File: src/hw/rtl/byte_frame_rotate_clockwise_defines.svh
// assertion macros shared by the rotate block
`ifndef BYTE_FRAME_ROTATE_CLOCKWISE_DEFINES_SVH
`define BYTE_FRAME_ROTATE_CLOCKWISE_DEFINES_SVH

// same-cycle implication, checked outside reset
`define BFRC_ASSERT_NOW(label, ante, cons, msg) \
    label: assert property (@(posedge clk) disable iff (!rst_n) (ante) |-> (cons)) \
        else $error(msg);

// next-cycle implication, checked outside reset
`define BFRC_ASSERT_NEXT(label, ante, cons, msg) \
    label: assert property (@(posedge clk) disable iff (!rst_n) (ante) |=> (cons)) \
        else $error(msg);

`endif

File: src/hw/rtl/bfrc_pkg.sv
`timescale 1ns / 1ps

package bfrc_pkg;

    localparam int MAX_PIXELS_DEF = 4096;

    // header layout
    localparam logic [31:0] HDR_BYTES   = 32'd8;
    localparam logic [31:0] HALF_HDR    = 32'd4;
    localparam logic [3:0]  PH_LAST_HDR = 4'd7;
    localparam logic [3:0]  PH_PIX      = 4'd8;

    // input commands
    localparam logic CMD_LOAD = 1'b0;
    localparam logic CMD_READ = 1'b1;

    // result status codes
    localparam logic [1:0] STATUS_OK       = 2'd0;
    localparam logic [1:0] STATUS_BAD_SIZE = 2'd1;
    localparam logic [1:0] STATUS_NO_FRAME = 2'd2;

    typedef struct packed {
        logic       cmd;
        logic [7:0] data_byte;
        logic       last;
    } in_item_t;

    typedef struct packed {
        logic [7:0] out_byte;
        logic       out_last;
        logic [1:0] status;
    } out_item_t;

    // commands from controller to datapath
    typedef struct packed {
        logic ld;         // store one load byte
        logic chk;        // size check, emit load status
        logic hdr;        // emit one rotated header byte
        logic pix_rd;     // issue a pixel read, advance position
        logic emit_pix;   // emit the pixel read last cycle
        logic emit_none;  // emit no-frame status
    } ctl_t;

    // status from datapath to controller
    typedef struct packed {
        logic ready;      // a valid frame is held
        logic pix_phase;  // read position is in the pixel part
    } dp_stat_t;

endpackage

File: src/hw/rtl/bfrc_ctrl.sv
`timescale 1ns / 1ps
`include "byte_frame_rotate_clockwise_defines.svh"

module bfrc_ctrl (
    input  logic                clk,
    input  logic                rst_n,
    input  logic                in_valid,
    output logic                in_ready,
    input  bfrc_pkg::in_item_t  in_item,
    output logic                out_valid,
    input  logic                out_ready,
    input  bfrc_pkg::dp_stat_t  stat,
    output bfrc_pkg::ctl_t      ctl
);

    typedef enum logic [3:0] {
        ST_IDLE = 4'b0001,
        ST_MUL  = 4'b0010,
        ST_CHK  = 4'b0100,
        ST_RD   = 4'b1000
    } state_t;

    state_t state_reg, state_next;
    logic   out_valid_reg, out_valid_next;
    logic   acc;

    assign in_ready = (state_reg == ST_IDLE) && (!out_valid_reg || out_ready);
    assign acc      = in_valid && in_ready;

    always_comb
    begin
        state_next = state_reg;
        ctl        = '0;

        case (state_reg)
            ST_IDLE:
            begin
                if (acc)
                begin
                    if (in_item.cmd == bfrc_pkg::CMD_LOAD)
                    begin
                        ctl.ld = 1'b1;
                        if (in_item.last)
                        begin
                            state_next = ST_MUL;
                        end
                    end
                    else if (!stat.ready)
                    begin
                        ctl.emit_none = 1'b1;
                    end
                    else if (stat.pix_phase)
                    begin
                        ctl.pix_rd = 1'b1;
                        state_next = ST_RD;
                    end
                    else
                    begin
                        ctl.hdr = 1'b1;
                    end
                end
            end
            ST_MUL:
            begin
                state_next = ST_CHK;
            end
            ST_CHK:
            begin
                ctl.chk    = 1'b1;
                state_next = ST_IDLE;
            end
            ST_RD:
            begin
                ctl.emit_pix = 1'b1;
                state_next   = ST_IDLE;
            end
            default:
            begin
                state_next = ST_IDLE;
            end
        endcase

        out_valid_next = out_valid_reg && !out_ready;
        if (ctl.chk || ctl.hdr || ctl.emit_pix || ctl.emit_none)
        begin
            out_valid_next = 1'b1;
        end
    end

    always_ff @(posedge clk or negedge rst_n)
    begin
        if (!rst_n)
        begin
            state_reg     <= ST_IDLE;
            out_valid_reg <= 1'b0;
        end
        else
        begin
            state_reg     <= state_next;
            out_valid_reg <= out_valid_next;
        end
    end

    assign out_valid = out_valid_reg;

    `BFRC_ASSERT_NEXT(a_mul_then_chk, state_reg == ST_MUL, state_reg == ST_CHK, "check must follow multiply")
    `BFRC_ASSERT_NEXT(a_rd_emits, state_reg == ST_RD, out_valid_reg, "pixel read gave no result")
    `BFRC_ASSERT_NEXT(a_last_load_busy, acc && (in_item.cmd == bfrc_pkg::CMD_LOAD) && in_item.last, (state_reg == ST_MUL) && !out_valid_reg, "final load did not start check")
    `BFRC_ASSERT_NOW(a_busy_no_accept, state_reg != ST_IDLE, !in_ready, "item taken while busy")

endmodule

File: config.mk
export PLATFORM = sky130hd
export DESIGN_NAME = bfrc_ctrl
export DESIGN_NICKNAME = d
export VERILOG_FILES = /design/src/hw/rtl/bfrc_pkg.sv /design/src/hw/rtl/bfrc_ctrl.sv
export VERILOG_INCLUDE_DIRS = /design/src /design/src/hw/rtl
export SDC_FILE = /design/constraint.sdc
export NUM_CORES = 1
export LEC_CHECK = 0
export ABC_AREA = 0
export BUFFER_PORTS_ARGS = -buffer_cell sky130_fd_sc_hd__buf_2
export CAP_MARGIN = 20
export CORE_AREA = 10 10 47 49
export DETAILED_ROUTE_END_ITERATION = 7
export DIE_AREA = 0 0 57 59
export HOLD_SLACK_MARGIN = 0.02
export PLACE_DENSITY = 0.53
export SLEW_MARGIN = 20
export SYNTH_ARGS = -nofsm -noshare
export SYNTH_HDL_FRONTEND = slang
export SYNTH_SLANG_ARGS = --single-unit
File: constraint.sdc
create_clock -name clk -period 1.49 [get_ports clk]
set_clock_uncertainty 0.05 [all_clocks]
set_input_delay 0.0745 -clock clk [delete_from_list [all_inputs] [get_ports clk]]
set_output_delay 0.0745 -clock clk [all_outputs]
set_load 0.02 [all_outputs]
After elaboration in Yosys (flattened, before gate mapping)
Cells that the tools add are included.
- logic and storage cells: 42
- output and inout port bits: 8
- register bits: 5
- bits of input ports: 16
- reduce and logical (&&, ||, !) cells: 10
- multiplexer cells: 22
- equality and inequality tests: 8
- operators by type and width (operator ; count):
    two-way mux 4 bit ; 5
    two-way mux 1 bit ; 12
    inequality test 3 bit, second input constant ; 3
    two-way mux 2 bit ; 4
    case mux 4 bit (2 select lines) ; 1
    == test 4 x 1 -> 1 bit, second input constant ; 1
    == test 4 x 2 -> 1 bit, second input constant ; 1
    == test 4 x 3 -> 1 bit, second input constant ; 1
    == test 4 bit, second input constant ; 1
    logical OR 1 bit ; 4
    AND reduction 4 bit ; 1
    logical AND 1 bit ; 3
    logical NOT 1 bit ; 2
    inequality test 2 bit, second input constant ; 1

Logic depth before layout (Yosys ltp)
Gate-level depths: netlist (run 1).
- word-level depth: 10
- mapped depth: 3
- depth with buffers taken out: 3

Worst setup path before layout (run 1)
No wires, ideal clock.
- path kind: reg2out
- start point: register state_reg[3]
- end point: output port ctl[4] (netlist bit)
- stages on the path, launching flop included: 2
- buffers on the path: 0
- setup slack: 0.160 ns
- arrival time: 1.205 ns
- required time: 1.366 ns
- cell sequence: dfrtp_1 nor4b_1
- RTL lines (item ; RTL line ; RTL):
    start: declaration ; bfrc_ctrl.sv:23 ; state_t state_reg, state_next;
    start signal: assignment ; bfrc_ctrl.sv:99 ; state_reg <= state_next;
    end: declaration ; bfrc_ctrl.sv:13 ; output bfrc_pkg::ctl_t ctl

==> run_results.csv, run 1 <==
group,metric,value,unit
status,run_status,"finished with violations",
status,violations,"negative setup slack",
cells_and_area,largest_register_ffs,4,
yosys,yosysTopAreaCell,"dfrtp_1",
yosys,synthCells,30,
route,routed_wl,820,um
yosys,synth_top_area_share,31.5,%
yosys,yosys-top-cells-count,"nor2_1 (5), dfrtp_1 (4), nand2_1 (2), nor4b_1 (2)",
global_routing,grt_pass1_wl,1460,um
critical_path,cp_num_cells,4,
floorplan,ios,24,
timing,max_freq,0.656,GHz
yosys,synthFlopType,"dfrtp_1",
global_routing,grt_overflow,0,
yosys,ys_types,21,
critical_path,arrival,1400,ps
yosys,syn_avg_cell_area,10.6,um2
critical_path,slowest_delay,530,ps
floorplan,die_h,59,um
timing,tightest_slew,383,ps
place,gp_congestion,0.639,
route,drtAntennaViolNets,0,
place,dpl_cell_area,413,um2
worst_hold_path,hold_path.class,"in -> reg",
critical_path,crit_path_start_kind,"register",
timing,setup_viol,1,
floorplan,rows,14,
critical_path,timing.rr.start,"state_reg[0]",
yosys,synth_seq_cells,5,
route,wl_per_cell,11.7,um
route,vias,314,
timing,slew_headroom,74.4,%
power_and_ir_drop,p_leak,0.227,nW
floorplan,core_area,1400,um2
global_routing,grt_max_degree,7,
timing,period_minus_slack,1520,ps
critical_path,required,1370,ps
clock_tree,clock_sinks,5,
critical_path,regToRegSetupSlack,240,ps
clock_tree,htreeDepth,1,
yosys,ys_seq_area_share,39.8,%
power_and_ir_drop,irDropWorstVdd,0.000578,V
route,dr.first_iter.drc_count,1,
cells_and_area,final_layout_size_suffix_gt1_share,53.7,%
timing,setup_slack,-33.7,ps
yosys,synthArstFlopShare,100,%
yosys,yosys_warnings,0,
run,max_cap_viol_count,0,
cells_and_area,fill_cells,160,
clock_tree,cts-buffers-inserted,3,
clock_tree,cts_max_path_buffers,2,
critical_path,r2r_cells,4,
floorplan,die_area,3360,um2
yosys,synth_area_leaders,"dfrtp_1 (31%), dfstp_2 (8.3%), a31oi_4 (6.7%)",
yosys,mappedNetlistNets,46,
floorplan,fp.dieW,57,um
cells_and_area,diodes,0,
critical_path,reg2reg_to,"out_valid",
critical_path,slowest_stage,"dfstp_2",
critical_path,critPathKind,"reg -> out",
clock_tree,clock-root-buffer,"clkbuf_4",
critical_path,crit_end,"ctl[3]",
cells_and_area,multi_input_area,204,um2
clock_tree,clk_pin_slew_worst_paths,40,ps
global_routing,first_global_vias,373,
timing,finalHoldViolations,0,
global_routing,antenna_found_initial,0,
critical_path,crit_family,"flip-flops",
power_and_ir_drop,power_density,849,nW/um2
critical_path,critPathBufInv,1,
clock_tree,cts_tree,"done",
place,dp_hpwl,658,um
yosys,yosysMostFrequentCell,"nor2_1",
yosys,mappedNetlistArea,318,um2
clock_tree,clk_latency,240,ps
timing,hold_slack,28.9,ps
timing,period_share,102,%
cells_and_area,fin_nets,71,
place,portBuffers,15,
critical_path,startpoint,"state_reg[0]",
timing,rsz0062_at_grt,"yes",
route,drtPass1Iterations,2,
critical_path,critPathMaxFanout,4,
critical_path,cp_cell_sequence,"and2b_4, nand4_4, nor3b_2, buf_4",
cells_and_area,final_area,510,um2
cells_and_area,area.growth.synth_to_final,60.6,%
route,drc_errors,0,
floorplan,start_util,22.7,%
yosys,synth_edf_count,0,
timing,finalMaxSlewViolations,0,
cells_and_area,ff_latch_area,126,um2
critical_path,endpoint_kind,"output pin",
route,vias_per_cell,4.49,
global_routing,grt_use_total,5.55,%
[repair_timing]
action	in CTS	in global routing
hold endpoints to repair	7	0
setup endpoints to repair	5	5
hold buffers	3	0
pin swaps	1	0
setup buffers	1	1
resized for setup	4	3
[worst register-to-register path: cells and delay by family, from the launching register on]
kind	cells	cell delay, ps
flops	1	530
simple gates	2	290
buf+inv	1	170
compound gates	1	140
[logic make-up after synthesis]
family	count (synthesis)	share of synthesized area [%]
buffers and inverters	1	1.18
AO/OA/AOI/OAI	4	12.6
AND/OR/NAND/NOR	19	43.7
XOR/XNOR	1	2.76
flip-flops	5	39.8
[worst min-delay path by stage]
stage | startpoint | end | depth (start not counted) | slack, ps
floorplan | rst_n | out_valid | 0 | -270
global placement | rst_n | out_valid | 1 | -160
detailed placement | rst_n | out_valid | 1 | -160
CTS | in_item[0] | state_reg[1] | 3 | 30
global route | in_item[0] | state_reg[1] | 3 | 20
finish | in_item[0] | state_reg[1] | 3 | 30
[routing by layer]
layer,vias up,track usage (%),wire [um]
met2,15,8.53,363
met4,0,1.01,0
met5,-,0,0
met3,0,5.58,129
met1,143,5.28,326
li1,156,-,-
[metrics by stage]
step	utilization (%)	total power, W	setup WS (ps)	setup TNS (ps)	cells
floorplan	-	0.000223	160	0	30
global placement	29.5	0.000260	134	0	61
detailed placement	29.5	0.000261	125	0	61
CTS	35.2	0.000437	-53.3	-70.1	69
global route	36.4	0.000469	-95.9	-268	70
finish	36.4	0.000434	-33.7	-33.7	70
[final cells by class]
class	instances	share of cell area, %
Clock buffer	4	5.15
Inverter	1	0.735
Multi-Input combinational cell	24	40.0
Sequential cell	5	24.8
Tap cell	16	3.92
Timing Repair Buffer	20	25.5
[power breakdown]
group	internal [W]	switching [W]	total, W
sequential	0.000146	0.00000705	0.000153
combinational	0.0000604	0.0000657	0.000126
clock	0.000101	0.0000531	0.000154
[cells in the final DEF (no fill, tap or decap), drive strengths merged, types with 2 or more instances in the layout]
master       netlist  final
nand2              2      2
clkbuf             0      4
nor4b              3      3
buf                0     17
nand4              2      2
o21ai              2      2
dlygate4sd3        0      3
dfrtp              4      4
nor2               5      5
Note: power is estimated with default switching activity, not from simulation.
==> inputs of run 2 (changes only) <==
- GPL_ROUTABILITY_DRIVEN: default -> 1
- clock period: 1.49 -> 1.7 ns (I/O delays scaled with it)
==> run_results.csv, run 2 (synthesis gave the netlist of run 1 again) <==
group,metric,value,unit
status,run_status,"complete, no violations",
cells_and_area,diodes,0,
cells_and_area,fill_cells,159,
global_routing,grt_pass1_wl,1410,um
place,dp_hpwl,658,um
place,dpl_cell_area,413,um2
place,portBuffers,15,
timing,finalMaxSlewViolations,0,
timing,period_minus_slack,1610,ps
cells_and_area,ff_latch_area,126,um2
place,gp_congestion,0.639,
cells_and_area,largest_register_ffs,4,
route,vias_per_cell,4.38,
timing,hold_slack,40.8,ps
critical_path,arrival,1480,ps
route,wl_per_cell,11.7,um
timing,setup_viol,0,
clock_tree,htreeDepth,1,
critical_path,timing.rr.start,"state_reg[0]",
route,wl_met1,341,um
run,max_cap_viol_count,0,
global_routing,grt_use_total,5.38,%
route,vias,298,
clock_tree,cts-buffers-inserted,3,
worst_hold_path,hold_path.startpoint,"in_item[0]",
clock_tree,cts_tree,"done",
critical_path,endpoint_kind,"output pin",
global_routing,antenna_found_initial,0,
route,routed_wl,797,um
floorplan,die_area,3360,um2
power_and_ir_drop,irDropWorstVdd,0.000487,V
global_routing,grt_overflow,0,
critical_path,slowest_delay,570,ps
floorplan,fp.dieW,57,um
cells_and_area,final_area,472,um2
timing,rsz0062_at_grt,"no",
power_and_ir_drop,power,0.000365,W
critical_path,critPathMaxFanout,5,
route,drtAntennaViolNets,0,
critical_path,regToRegSetupSlack,480,ps
floorplan,rows,14,
critical_path,crit_path_start_kind,"register",
clock_tree,cts_setup_buffers,0,
timing,period_share,94.8,%
route,drtPass1Iterations,2,
route,wl_met3,116,um
global_routing,first_global_vias,346,
timing,max_freq,0.621,GHz
power_and_ir_drop,power_density,775,nW/um2
critical_path,crit_family,"flip-flops",
route,topRoutingLayerUsed,"met3",
clock_tree,clk_latency,240,ps
cells_and_area,most-common-layout-cells,"buf_2 (14), nor2_1 (5), dfrtp_1 (4), clkbuf_4 (3), dlygate4sd3_1 (3)",
route,dr.first_iter.drc_count,5,
floorplan,start_util,22.7,%
route,drc_errors,0,
timing,final.setup.tns,0,ps
cells_and_area,area.growth.synth_to_final,48.4,%
floorplan,die_h,59,um
clock_tree,clock-root-buffer,"clkbuf_4",
critical_path,critPathKind,"reg -> out",
timing,slew_headroom,74.3,%
worst_hold_path,hold_path.class,"in -> reg",
cells_and_area,fin_nets,69,
timing,tightest_slew,385,ps
route,met2_length,339,um
floorplan,core_area,1400,um2
critical_path,critPathBufInv,1,
cells_and_area,multi_input_area,188,um2
timing,finalHoldViolations,0,
clock_tree,clk_pin_slew_worst_paths,40,ps
clock_tree,clock_sinks,5,
cells_and_area,layout_commonest_cell,"buf_2",
critical_path,slowest_stage,"dfstp_2",
clock_tree,cts_max_path_buffers,2,
critical_path,cp_cell_sequence,"and2b_4, nand4_2, nor3b_2, buf_4",
floorplan,ios,24,
cells_and_area,final_layout_size_suffix_gt1_share,50.0,%
critical_path,required,1560,ps
power_and_ir_drop,p_leak,0.218,nW
critical_path,startpoint,"state_reg[0]",
global_routing,grt_max_degree,7,
run 2: changes by cell type in the layout (fill, tap and decap cells not counted), sizes merged:
cell / previous run / this run
buf: 17 / 15
run 2: path summary, 6_finish.rpt:
check / cells after the start / endpoint
setup / recovery: 4 / ctl[3]
hold / removal: 3 / state_reg[1]
setup reg to reg: 3 / out_valid
hold reg to reg: 1 / state_reg[2]
max in group asynchronous: 2 / state_reg[0]
min in group asynchronous: 2 / state_reg[2]
run 2: repair_timing:
| action | 4_1_cts | 5_1_grt |
|---|---|---|
| hold buffers | 3 | 0 |
| endpoints found under the setup margin | 0 | 1 |
| gates resized for setup | 0 | 1 |
| hold endpoints to repair | 7 | 0 |
run 2: layout make-up:
cell class                 instances  share of cell area (%)
multi-input combinational         24                    39.8
sequential                         5                    26.8
timing repair buffer              18                    22.8
clock buffer                       4                    5.57
tap                               16                    4.24
inverter                           1                   0.796
run 2: routing by layer:
layer,GRT usage (%),vias up
met4,1.01,0
met3,5.79,0
met5,0,-
met1,5.16,131
met2,7.91,15
li1,-,152
run 2: worst register-to-register path: stages, from the launching register on:
cell and delay, ps:
dfstp_2 570, and2b_4 180, nand4_1 160, o21ai_1 180
run 2: through the flow:
stage	worst slack (ps)	std cells	util, %
after floorplan	360	30	-
after global placement	334	61	29.5
after detailed placement	324	61	29.5
after CTS	55.8	68	33.5
after global routing	7.59	68	33.7
final	89.0	68	33.7
run 2: power breakdown:
group	leakage, nW	total (W)	internal (W)	switching [W]
logic	0.138	0.0000952	0.0000431	0.0000521
clock network	0.0150	0.000135	0.0000886	0.0000463
registers	0.0649	0.000135	0.000128	0.00000717
==> inputs of run 3 (changes only) <==
- ABC_AREA: 0 -> 1
- CORE_AREA: 10 10 47 49 -> 2 2 39 41
- DIE_AREA: 0 0 57 59 -> 0 0 41 43
- PLACE_DENSITY: 0.53 -> 0.55
==> run_results.csv, run 3 <==
group,metric,value,unit
floorplan,die_area,1760,um2
yosys,synth_seq_cells,5,
clock_tree,cts_hold_buf,1,
global_routing,grt_max_degree,8,
yosys,synth-adder-area-share,0,%
clock_tree,cts-buffers-inserted,3,
power_and_ir_drop,irDropWorstVdd,0.000339,V
floorplan,ios,24,
yosys,synth_top_family_by_area,"simple AND/OR/NAND/NOR gates",
yosys,ys_seq_area_share,37.4,%
place,portBuffers,15,
clock_tree,clock-root-buffer,"clkbuf_4",
critical_path,critPathMaxFanout,7,
power_and_ir_drop,p_leak,0.302,nW
yosys,ys_types,12,
global_routing,grt_use_total,9.99,%
critical_path,slowest_stage,"dfstp_2",
clock_tree,htreeDepth,1,
yosys,yosysTopAreaCell,"dfrtp_1",
critical_path,regToRegSetupSlack,510,ps
critical_path,arrival,1410,ps
critical_path,critPathBufInv,2,
timing,finalMaxSlewViolations,0,
route,vias,356,
timing,rsz0062_at_grt,"no",
yosys,mappedNetlistNets,69,
clock_tree,cts_setup_buffers,0,
critical_path,crit_path_start_kind,"register",
timing,setup_viol,0,
global_routing,grt_overflow,0,
yosys,synthArstFlopShare,100,%
yosys,yosys-top-cells-count,"nor2_1 (15), inv_1 (11), nand2_1 (9)",
place,dpl_cell_area,433,um2
clock_tree,clk_latency,240,ps
cells_and_area,most-common-layout-cells,"nor2_1 (15), buf_2 (15), inv_1 (11), nand2_1 (9)",
yosys,synth_area_leaders,"dfrtp_1 (30%), nor2_1 (17%), inv_1 (12%)",
yosys,synthMuxAreaShare,0,%
global_routing,grt_pass1_wl,1140,um
global_routing,antenna_found_initial,0,
critical_path,critPathKind,"reg -> out",
route,drtPass1Iterations,2,
yosys,synthCells,53,
clock_tree,clk_pin_slew_worst_paths,40,ps
clock_tree,cts_max_path_buffers,2,
place,gp_congestion,0.667,
critical_path,cp_cell_sequence,"nand2_2, nor2_4, nand4_1, inv_1, buf_2",
yosys,mappedNetlistArea,338,um2
worst_hold_path,min_to,"state_reg[3]",
critical_path,timing.rr.start,"state_reg[0]",
place,dp_hpwl,588,um
cells_and_area,fin_nets,90,
yosys,yosys_warnings,0,
global_routing,first_global_vias,311,
cells_and_area,final_area,469,um2
clock_tree,ctsResizeCount,0,
route,drc_errors,0,
floorplan,rows,14,
critical_path,crit_family,"flip-flops",
yosys,synth_top_area_share,29.6,%
timing,final.setup.tns,0,ps
timing,slew_headroom,86.3,%
cells_and_area,final_layout_size_suffix_gt1_share,31.5,%
timing,max_freq,0.645,GHz
timing,period_minus_slack,1550,ps
yosys,synth_edf_count,0,
run,max_cap_viol_count,0,
floorplan,start_util,24.4,%
critical_path,reg2reg_to,"state_reg[1]",
status,run_status,"complete, no violations",
cells_and_area,diodes,0,
cells_and_area,area.growth.synth_to_final,38.9,%
timing,tightest_slew,205,ps
yosys,syn_avg_cell_area,6.37,um2
clock_tree,clock_sinks,5,
clock_tree,cts_tree,"done",
yosys,synth-compound-area-share,2.96,%
yosys,yosysMostFrequentCell,"nor2_1",
worst_hold_path,hold_path.startpoint,"in_valid",
route,vias_per_cell,4.00,
timing,period_share,91.2,%
critical_path,r2r_cells,5,
critical_path,slowest_delay,550,ps
yosys,synth-xor-area-share,0,%
worst_hold_path,hold_path.class,"in -> reg",
yosys,synthSimpleGateAreaFrac,46.3,%
yosys,synthFlopType,"dfrtp_1",
route,drtAntennaViolNets,0,
floorplan,core_area,1380,um2
power_and_ir_drop,power_density,1340,nW/um2
timing,finalHoldViolations,0,
route,wl_per_cell,7.62,um
cells_and_area,largest_register_ffs,4,
route,dr.first_iter.drc_count,5,
route,routed_wl,678,um
timing,hold_slack,88.2,ps
critical_path,endpoint_kind,"output pin",
critical_path,required,1560,ps
floorplan,fp.dieW,41,um
worst_hold_path,hold_path_depth,3,
floorplan,die_h,43,um
run 3: cell types whose count changed after synthesis, moves of 2 or more:
cell,before,now
nand3_1,1,4
nand4_1,1,3
nor4b_1,2,0
inv_1,1,11
nor2_1,5,15
nand2_1,2,9
run 3: area by class of cell:
class	instances	area [um2]
fill	160	915
multi-input combinational	36	166
sequential	5	126
timing repair buffer	16	85.1
inverter	12	45.0
clock buffer	4	26.3
tap	16	20.0
run 3: worst max-delay path by stage:
stage,cells after the start,slack [ps],from,to
finish,5,150,state_reg[0],ctl[0]
global placement,5,420,state_reg[0],ctl[2]
CTS,5,150,state_reg[0],ctl[0]
global route,5,50,state_reg[0],ctl[2]
detailed placement,5,400,state_reg[0],ctl[0]
floorplan,4,420,state_reg[0],ctl[2]
run 3: cells by family (layout without fill, tap and decap cells):
group,Yosys count,in the layout
AOI/OAI and AO/OA,2,2
buffers and inverters,12,32
DFF,5,5
and+or+nand+nor,34,34
run 3: report_power, final:
part | internal [W] | switching, W
logic | 0.000110 | 0.000206
registers | 0.000159 | 0.0000230
clock network | 0.0000884 | 0.0000436
run 3: tightest hold or removal path, delay by kind of cell:
family	cells	cell delay, ps
and+or+nand+nor	2	130
buffers and inverters	1	120
run 3: through the flow:
step	total power [W]	util, %	setup WS (ps)	cells
after CTS	0.000640	33.9	145	89
after detailed placement	0.000500	31.3	403	84
after global routing	0.000691	33.9	53.9	89
final	0.000630	33.9	150	89
after floorplan	0.000417	-	425	53
after global placement	0.000498	31.3	421	84
run 3: per-layer routing:
layer | vias to the layer above | GRT usage, % | share of wire, %
li1 | 203 | - | -
met2 | 11 | 13.4 | 47
met1 | 142 | 11.1 | 47
met5 | - | 0 | 0
met3 | 0 | 3.66 | 5.9
met4 | 0 | 10.0 | 0
